File: src/hw/rtl/flq_pkg.sv
// ----------------------------------------------------------------------------
// flq_pkg
// Types and codes shared by the fault log queue and its cells.
// ----------------------------------------------------------------------------
package flq_pkg;

  localparam logic       CMD_REPORT   = 1'b0;
  localparam logic       CMD_QUERY    = 1'b1;
  localparam logic       MODE_GET_CLR = 1'b0;

  localparam logic [1:0] KIND_NOTIFY  = 2'd0;
  localparam logic [1:0] KIND_ENTRY   = 2'd1;
  localparam logic [1:0] KIND_SUMMARY = 2'd2;

  localparam logic [1:0] ST_SUCCESS   = 2'd0;
  localparam logic [1:0] ST_PARTIAL   = 2'd1;
  localparam logic [1:0] ST_BAD_MODE  = 2'd2;

  localparam logic       REG_MAX_FAULTS = 1'b0;
  localparam logic       REG_NOTIFY_EN  = 1'b1;

  typedef struct packed {
    logic       cmd;
    logic [1:0] fault_level;
    logic [2:0] fault_type;
    logic       query_mode;
    logic       count_only;
    logic [4:0] requested_count;
  } in_beat_t;

  typedef struct packed {
    logic [1:0] kind;
    logic [1:0] out_level;
    logic [2:0] out_type;
    logic       lost_flag;
    logic [4:0] fault_count;
    logic [1:0] status;
    logic       last;
  } out_beat_t;

  typedef struct packed {
    logic [1:0] level;
    logic [2:0] ftype;
  } fault_entry_t;

  typedef struct packed {
    logic         push;
    logic         pop;
    fault_entry_t entry;
  } cell_ctrl_t;

endpackage

File: src/hw/rtl/flq_cell.sv
// ----------------------------------------------------------------------------
// flq_cell
// One slot of the fault chain: loads a new fault or takes its neighbor's.
// ----------------------------------------------------------------------------
module flq_cell
  import flq_pkg::*;
(
  input  logic         clk,
  input  cell_ctrl_t   ctrl,
  input  logic         sel,
  input  fault_entry_t nbr,
  output fault_entry_t data
);

  always_ff @(posedge clk) begin
    if (ctrl.push && sel) begin
      data <= ctrl.entry;
    end else if (ctrl.pop) begin
      data <= nbr;
    end
  end

endmodule

File: src/hw/rtl/fault_log_queue.sv
// ----------------------------------------------------------------------------
// fault_log_queue
// Bounded fault log built as a shifting chain of cells with a sticky lost flag.
// ----------------------------------------------------------------------------
//   channel  | signals                              | role
//   item     | item_valid, item_ready, item         | report or query beat in
//   result   | result_valid, result_ready, result   | notify, entry, summary out
//   cfg      | cfg_valid, cfg_ready, cfg_index/data | register write, always ready
//
// a report or a non-draining query is handled at accept; a query that drains n > 0
// entries steps through accept, one chain shift per entry, then the summary
// the oldest fault always sits in cell 0; a drain shifts the whole chain
// reset clears count, lost flag, notify enable; max_faults 16; cells not cleared
// a stalled result holds the item channel and the drain in place
// ----------------------------------------------------------------------------
module fault_log_queue
  import flq_pkg::*;
#(
  parameter int DEPTH = 16
) (
  input  logic      clk,
  input  logic      rst,
  input  logic      item_valid,
  output logic      item_ready,
  input  in_beat_t  item,
  output logic      result_valid,
  input  logic      result_ready,
  output out_beat_t result,
  input  logic      cfg_valid,
  output logic      cfg_ready,
  input  logic      cfg_index,
  input  logic [4:0] cfg_data
);

  localparam int CW = $clog2(DEPTH + 1);
  localparam int LW = (CW > 5) ? CW : 5;

  typedef enum logic [1:0] {S_IDLE, S_DRAIN, S_SUM} state_t;

  state_t       state;
  logic [CW-1:0] count;
  logic [CW-1:0] remain;
  logic          lost;
  logic          lost_snap;
  logic [4:0]    take_snap;
  logic          partial_snap;
  logic [4:0]    max_faults;
  logic          notify_enable;

  fault_entry_t  cells [DEPTH];
  cell_ctrl_t    ctrl;

  logic          accept;
  logic          slot_free;
  logic [LW-1:0] limit;
  logic          has_room;
  logic          short_req;
  logic [LW-1:0] take_lw;
  logic          load_out;
  out_beat_t     out_next;

  assign cfg_ready  = 1'b1;
  assign slot_free  = !result_valid || result_ready;
  assign item_ready = (state == S_IDLE) && slot_free;
  assign accept     = item_valid && item_ready;

  always_comb begin
    limit     = (LW'(max_faults) > LW'(DEPTH)) ? LW'(DEPTH) : LW'(max_faults);
    has_room  = LW'(count) < limit;
    short_req = LW'(item.requested_count) < LW'(count);
    take_lw   = short_req ? LW'(item.requested_count) : LW'(count);

    ctrl.entry = '{level: item.fault_level, ftype: item.fault_type};
    ctrl.push  = accept && (item.cmd == CMD_REPORT) && (max_faults != 5'd0) && has_room;
    ctrl.pop   = (state == S_DRAIN) && slot_free;

    load_out = 1'b0;
    out_next = '0;
    unique case (state)
      S_IDLE: begin
        if (accept) begin
          if (item.cmd == CMD_REPORT) begin
            load_out           = notify_enable;
            out_next.kind      = KIND_NOTIFY;
            out_next.out_level = item.fault_level;
            out_next.out_type  = item.fault_type;
            out_next.lost_flag = lost;
            out_next.last      = 1'b1;
          end else if (item.query_mode != MODE_GET_CLR) begin
            load_out        = 1'b1;
            out_next.kind   = KIND_SUMMARY;
            out_next.status = ST_BAD_MODE;
            out_next.last   = 1'b1;
          end else if (item.count_only) begin
            load_out             = 1'b1;
            out_next.kind        = KIND_SUMMARY;
            out_next.lost_flag   = lost;
            out_next.fault_count = 5'(count);
            out_next.status      = ST_SUCCESS;
            out_next.last        = 1'b1;
          end else if (take_lw == '0) begin
            load_out             = 1'b1;
            out_next.kind        = KIND_SUMMARY;
            out_next.lost_flag   = lost;
            out_next.fault_count = 5'd0;
            out_next.status      = short_req ? ST_PARTIAL : ST_SUCCESS;
            out_next.last        = 1'b1;
          end
        end
      end
      S_DRAIN: begin
        load_out           = slot_free;
        out_next.kind      = KIND_ENTRY;
        out_next.out_level = cells[0].level;
        out_next.out_type  = cells[0].ftype;
      end
      S_SUM: begin
        load_out             = slot_free;
        out_next.kind        = KIND_SUMMARY;
        out_next.lost_flag   = lost_snap;
        out_next.fault_count = take_snap;
        out_next.status      = partial_snap ? ST_PARTIAL : ST_SUCCESS;
        out_next.last        = 1'b1;
      end
      default: begin
        load_out = 1'b0;
      end
    endcase
  end

  for (genvar i = 0; i < DEPTH; i++) begin : g_cell
    fault_entry_t nbr;
    if (i < DEPTH - 1) begin : g_mid
      assign nbr = cells[i+1];
    end else begin : g_end
      assign nbr = '0;
    end
    flq_cell u_cell (
      .clk  (clk),
      .ctrl (ctrl),
      .sel  (count == CW'(i)),
      .nbr  (nbr),
      .data (cells[i])
    );
  end

  always_ff @(posedge clk) begin
    if (rst) begin
      state         <= S_IDLE;
      result_valid  <= 1'b0;
      count         <= '0;
      lost          <= 1'b0;
      max_faults    <= 5'd16;
      notify_enable <= 1'b0;
    end else begin
      if (cfg_valid && cfg_ready) begin
        unique case (cfg_index)
          REG_MAX_FAULTS: max_faults    <= cfg_data;
          REG_NOTIFY_EN:  notify_enable <= cfg_data[0];
          default:        max_faults    <= max_faults;
        endcase
      end

      if (load_out) begin
        result_valid <= 1'b1;
        result       <= out_next;
      end else if (result_ready) begin
        result_valid <= 1'b0;
      end

      if (ctrl.push) begin
        count <= count + CW'(1);
      end else if (ctrl.pop) begin
        count <= count - CW'(1);
      end

      unique case (state)
        S_IDLE: begin
          if (accept) begin
            if (item.cmd == CMD_REPORT) begin
              if ((max_faults != 5'd0) && !has_room) begin
                lost <= 1'b1;
              end
            end else if (item.query_mode == MODE_GET_CLR) begin
              lost         <= 1'b0;
              lost_snap    <= lost;
              take_snap    <= 5'(take_lw);
              partial_snap <= short_req;
              remain       <= CW'(take_lw);
              if (!item.count_only && (take_lw != '0)) begin
                state <= S_DRAIN;
              end
            end
          end
        end
        S_DRAIN: begin
          if (ctrl.pop) begin
            remain <= remain - CW'(1);
            if (remain == CW'(1)) begin
              state <= S_SUM;
            end
          end
        end
        S_SUM: begin
          if (slot_free) begin
            state <= S_IDLE;
          end
        end
        default: begin
          state <= S_IDLE;
        end
      endcase
    end
  end

endmodule

File: config.mk
export PLATFORM = sky130hd
export DESIGN_NAME = fault_log_queue
export DESIGN_NICKNAME = d
export VERILOG_FILES = /design/src/hw/rtl/flq_pkg.sv /design/src/hw/rtl/flq_cell.sv /design/src/hw/rtl/fault_log_queue.sv
export SDC_FILE = /design/constraint.sdc
export NUM_CORES = 1
export LEC_CHECK = 0
export BUFFER_PORTS_ARGS = -buffer_cell sky130_fd_sc_hd__buf_2
export CAP_MARGIN = 20
export CELL_PAD_IN_SITES_DETAIL_PLACEMENT = 1
export CELL_PAD_IN_SITES_GLOBAL_PLACEMENT = 2
export CORE_AREA = 2 2 118 120
export DETAILED_ROUTE_END_ITERATION = 12
export DIE_AREA = 0 0 120 122
export PLACE_DENSITY = 0.95
export RECOVER_POWER = 25
export SLEW_MARGIN = 20
export SYNTH_ARGS = -nofsm -noshare
export SYNTH_HDL_FRONTEND = slang
export SYNTH_SLANG_ARGS = --single-unit
File: constraint.sdc
create_clock -name clk -period 10.3 [get_ports clk]
set_input_delay 3.09 -clock clk [delete_from_list [all_inputs] [get_ports clk]]
set_output_delay 3.09 -clock clk [all_outputs]
set_load 0.02 [all_outputs]
==> run_results.csv <==
group,metric,value,unit
status,status,"finished with violations",
status,violations,"capacitance limit, slew limit",
drt,drtAntennaViolNets,0,
global_routing,antenna_found_initial,0,
finish,synthToLayoutAreaGrowth,14.1,%
setup_path,max_stage_delay,0.28,ns
timing,setup_tns,0,ns
drt,drt_pass1_iterations,4,
timing,finalClockSkew,0.00866,ns
synthesis,synth_compound_area_share,6.76,%
synthesis,synthXorXnorAreaFrac,0.569,%
power_and_ir_drop,power_frac_clock,45.3,%
die,die_h,122,um
power_and_ir_drop,p_leak,0.00259,uW
power_and_ir_drop,fin_total_pwr,1230,uW
setup_path,crit_buf_inv,2,
power_and_ir_drop,swShare,23.2,%
clock_tree,clk_latency,0.42,ns
synthesis,synth-edff-count,108,
drt,viasPerCell,5.60,
setup_path,arrival,3.72,ns
global_routing,grt_use_met2,35.0,%
clock_tree,ctsHoldBuffers,0,
global_routing,track_usage,19.9,%
clock_tree,tritoncts,"built",
synthesis,syn_nets,480,
finish,utilization,52.1,%
clock_tree,cts_setup_buffers,0,
synthesis,avgSynthCellArea,14.1,sq um
setup_path,crit_fanout,5,
synthesis,synthFlopType,"edfxtp_1",
synthesis,synth_cell_type_count,59,
power_and_ir_drop,power_switching,285,uW
synthesis,synth_cells,436,
die,initial_core_util,45.6,%
drt,vias,3756,
synthesis,ys_ff_latch,123,
finish,fin_area,7030,sq um
place,io_buffer_count,41,
finish,diodes,0,
finish,fill_cells,1339,
finish,final_cells,671,
timing,max_slew.worst_pin.slew,2.16,ns
timing,period_share,66.1,%
global_routing,top_usage_layer,"met2",
setup_path,path_class,"input pin to primary output",
power_and_ir_drop,vdd_drop_max,0.0814,mV
setup_path,end_kind,"primary output",
clock_tree,cts_buffer_depth,2,
die,die_w,120,um
synthesis,synth_fa_ha_area_share,4.06,%
setup_path,start_kind,"input pin",
global_routing,grt_pass1_vias,4084,
die,pin_count,43,
place,post_dp_cell_area,6530,sq um
die,die_area,14600,sq um
clock_tree,root_buffer,"clkbuf_16",
place,gp_congestion,0.827,
setup_path,crit_path_top_delay_cell,"nor2b_1",
power_and_ir_drop,power_frac_comb,8.6,%
timing,max_freq,147,MHz
global_routing,gr-usage-met3,5.20,%
timing,finalMaxSlewViolations,20,
power_and_ir_drop,seq_power_share,46.2,%
drt,drt_iter0_markers,212,
global_routing,grt.overflow.total,0,
synthesis,ys.warnings.count,0,
clock_tree,cts_resized,0,
setup_path,cp.required,7.21,ns
synthesis,seq_area_frac_synth,57.5,%
power_and_ir_drop,power_density,175,nW/um^2
drt,wl_per_cell,20.1,um
setup_path,cpLargestDelayFamily,"simple AND/OR/NAND/NOR gates",
global_routing,grt_pass1_wl,21.9,mm
timing,setup_viol,0,
timing,layout_min_cycle_time,6.81,ns
min_path,hp-class,"register to register",
die,core_region_area,13500,sq um
synthesis,synthSimpleGateAreaFrac,11.4,%
setup_path,worstPathCellList,"clkbuf_1 > nor2b_1 > nor2_1 > buf_2",
finish,nets,524,
clock_tree,h-tree-depth,4,
clock_tree,cts_made_buffers,17,
synthesis,synth_top_family_by_area,"multiplexers",
synthesis,synth_mux_area_share,17.1,%
finish,regArea,3540,sq um
timing,rsz0062_at_grt,"false",
global_routing,grt_max_degree,25,
die,rows,43,
finish,multi_input_area,2470,sq um
clock_tree,clk_pin_slew_worst_paths,0.06,ns
drt,drcViolationCount,0,
power_and_ir_drop,p_int,942,uW
place,post-dp-hpwl,9.35,mm
timing,max_slew_margin,-45.2,%
synthesis,async_flop_share,0,%
place,placed_cells,641,
drt,wl,13.5,mm
finish,drive_above_1_share,29.5,%
timing,hold_viol_final,0,
clock_tree,clock-sinks,123,
synthesis,syn-cell-area,6160,sq um
global_routing,gr-usage-met1,23.6,%
flow_run,maxCapViolations,1,
==> layout make-up <==
cell class                 instances  area share (%)
clock buffer                      20            6.21
tap                              180            3.20
timing repair buffer              43            2.78
clock inverter                    10            1.46
inverter                          16           0.854
multi-input combinational        279            35.1
sequential                       123            50.4
==> per-layer routing <==
layer | wire length [um] | vias to the layer above
met5 | 0 | -
met4 | 207 | 0
li1 | - | 1761
met3 | 462 | 20
met2 | 7160 | 75
met1 | 5640 | 1900
==> stage by stage <==
step | setup slack [ns] | hold WS [ns]
floorplan | 3.75 | 0.449
global placement | 3.51 | 0.475
detailed placement | 3.50 | 0.478
CTS | 3.49 | 0.492
global route | 3.43 | 0.507
finish | 3.49 | 0.492
==> worst register-to-register path: stages, from the launching register on <==
cell and delay [ns]:
dfxtp_1 0.77, ha_1 0.34, o21ai_0 0.18, nand2b_1 0.16
a211oi_1 1.73, nand4_1 0.71, nand2_1 0.44
==> worst paths after layout <==
check,start,endpoint,slack (ns),cells past startpoint
max,result_ready,item_ready,3.49,4
min,lost,lost_snap,0.49,0
max reg2reg,count[3],g_cell[11].u_cell.data[1],5.64,6
min reg2reg,lost,lost_snap,0.49,0
==> cells by family after synthesis <==
| group | count (synthesis) |
|---|---|
| flops | 123 |
| simple gates | 112 |
| mux | 91 |
| compound gates | 51 |
| buf+inv | 34 |
| fa+ha+maj | 20 |
| xor+xnor | 4 |
| other cells | 1 |
==> synthesized netlist by cell type (all sizes together) (6+ instances only) <==
library cell	n	area share (%)
clkbuf	13	0.81
edfxtp	108	53
nand4	12	2.7
a211oi	6	0.93
mux2	85	16
a22o	10	1.4
nand3	8	1.5
nor3	7	0.57
and3	7	0.71
nor2	22	1.3
dfxtp	15	4.9
ha	20	4.1
mux2i	6	0.97
o21ai	6	0.55
nand2	34	2.1
inv	15	0.91
==> flip-flops by register name, indices dropped and copies added, names as in the netlist, 2 cells and up <==
signal	flops
remain	5
result	16
state	2
max_faults	5
take_snap	5
count	5
g_cell.u_cell.data	80
==> power by group through the flow <==
stage / Clock, uW / Combinational (uW) / Sequential (uW)
floorplan: 0 / 72.5 / 577
global placement: 0 / 100 / 575
detailed placement: 0 / 106 / 576
CTS: 561 / 108 / 567
global route: 581 / 116 / 568
finish: 555 / 105 / 567
==> layout by cell type, fill, tap and decap left out, types with 5 or more instances in the layout <==
cell,synthesis,final
a211oi_1,5,6
a22o_1,10,10
and3_1,7,7
buf_2,3,21
clkbuf_1,12,23
clkbuf_16,0,17
dfxtp_1,15,15
edfxtp_1,108,108
ha_1,20,20
inv_1,15,15
mux2_2,75,74
mux2_4,10,10
mux2i_1,6,6
nand2_1,34,34
nand4_1,6,6
nand4_4,6,6
nor2_1,22,22
nor2b_1,5,5
nor3_1,7,7
o21ai_0,5,5
No activity file was read; power rests on OpenSTA's default activity.
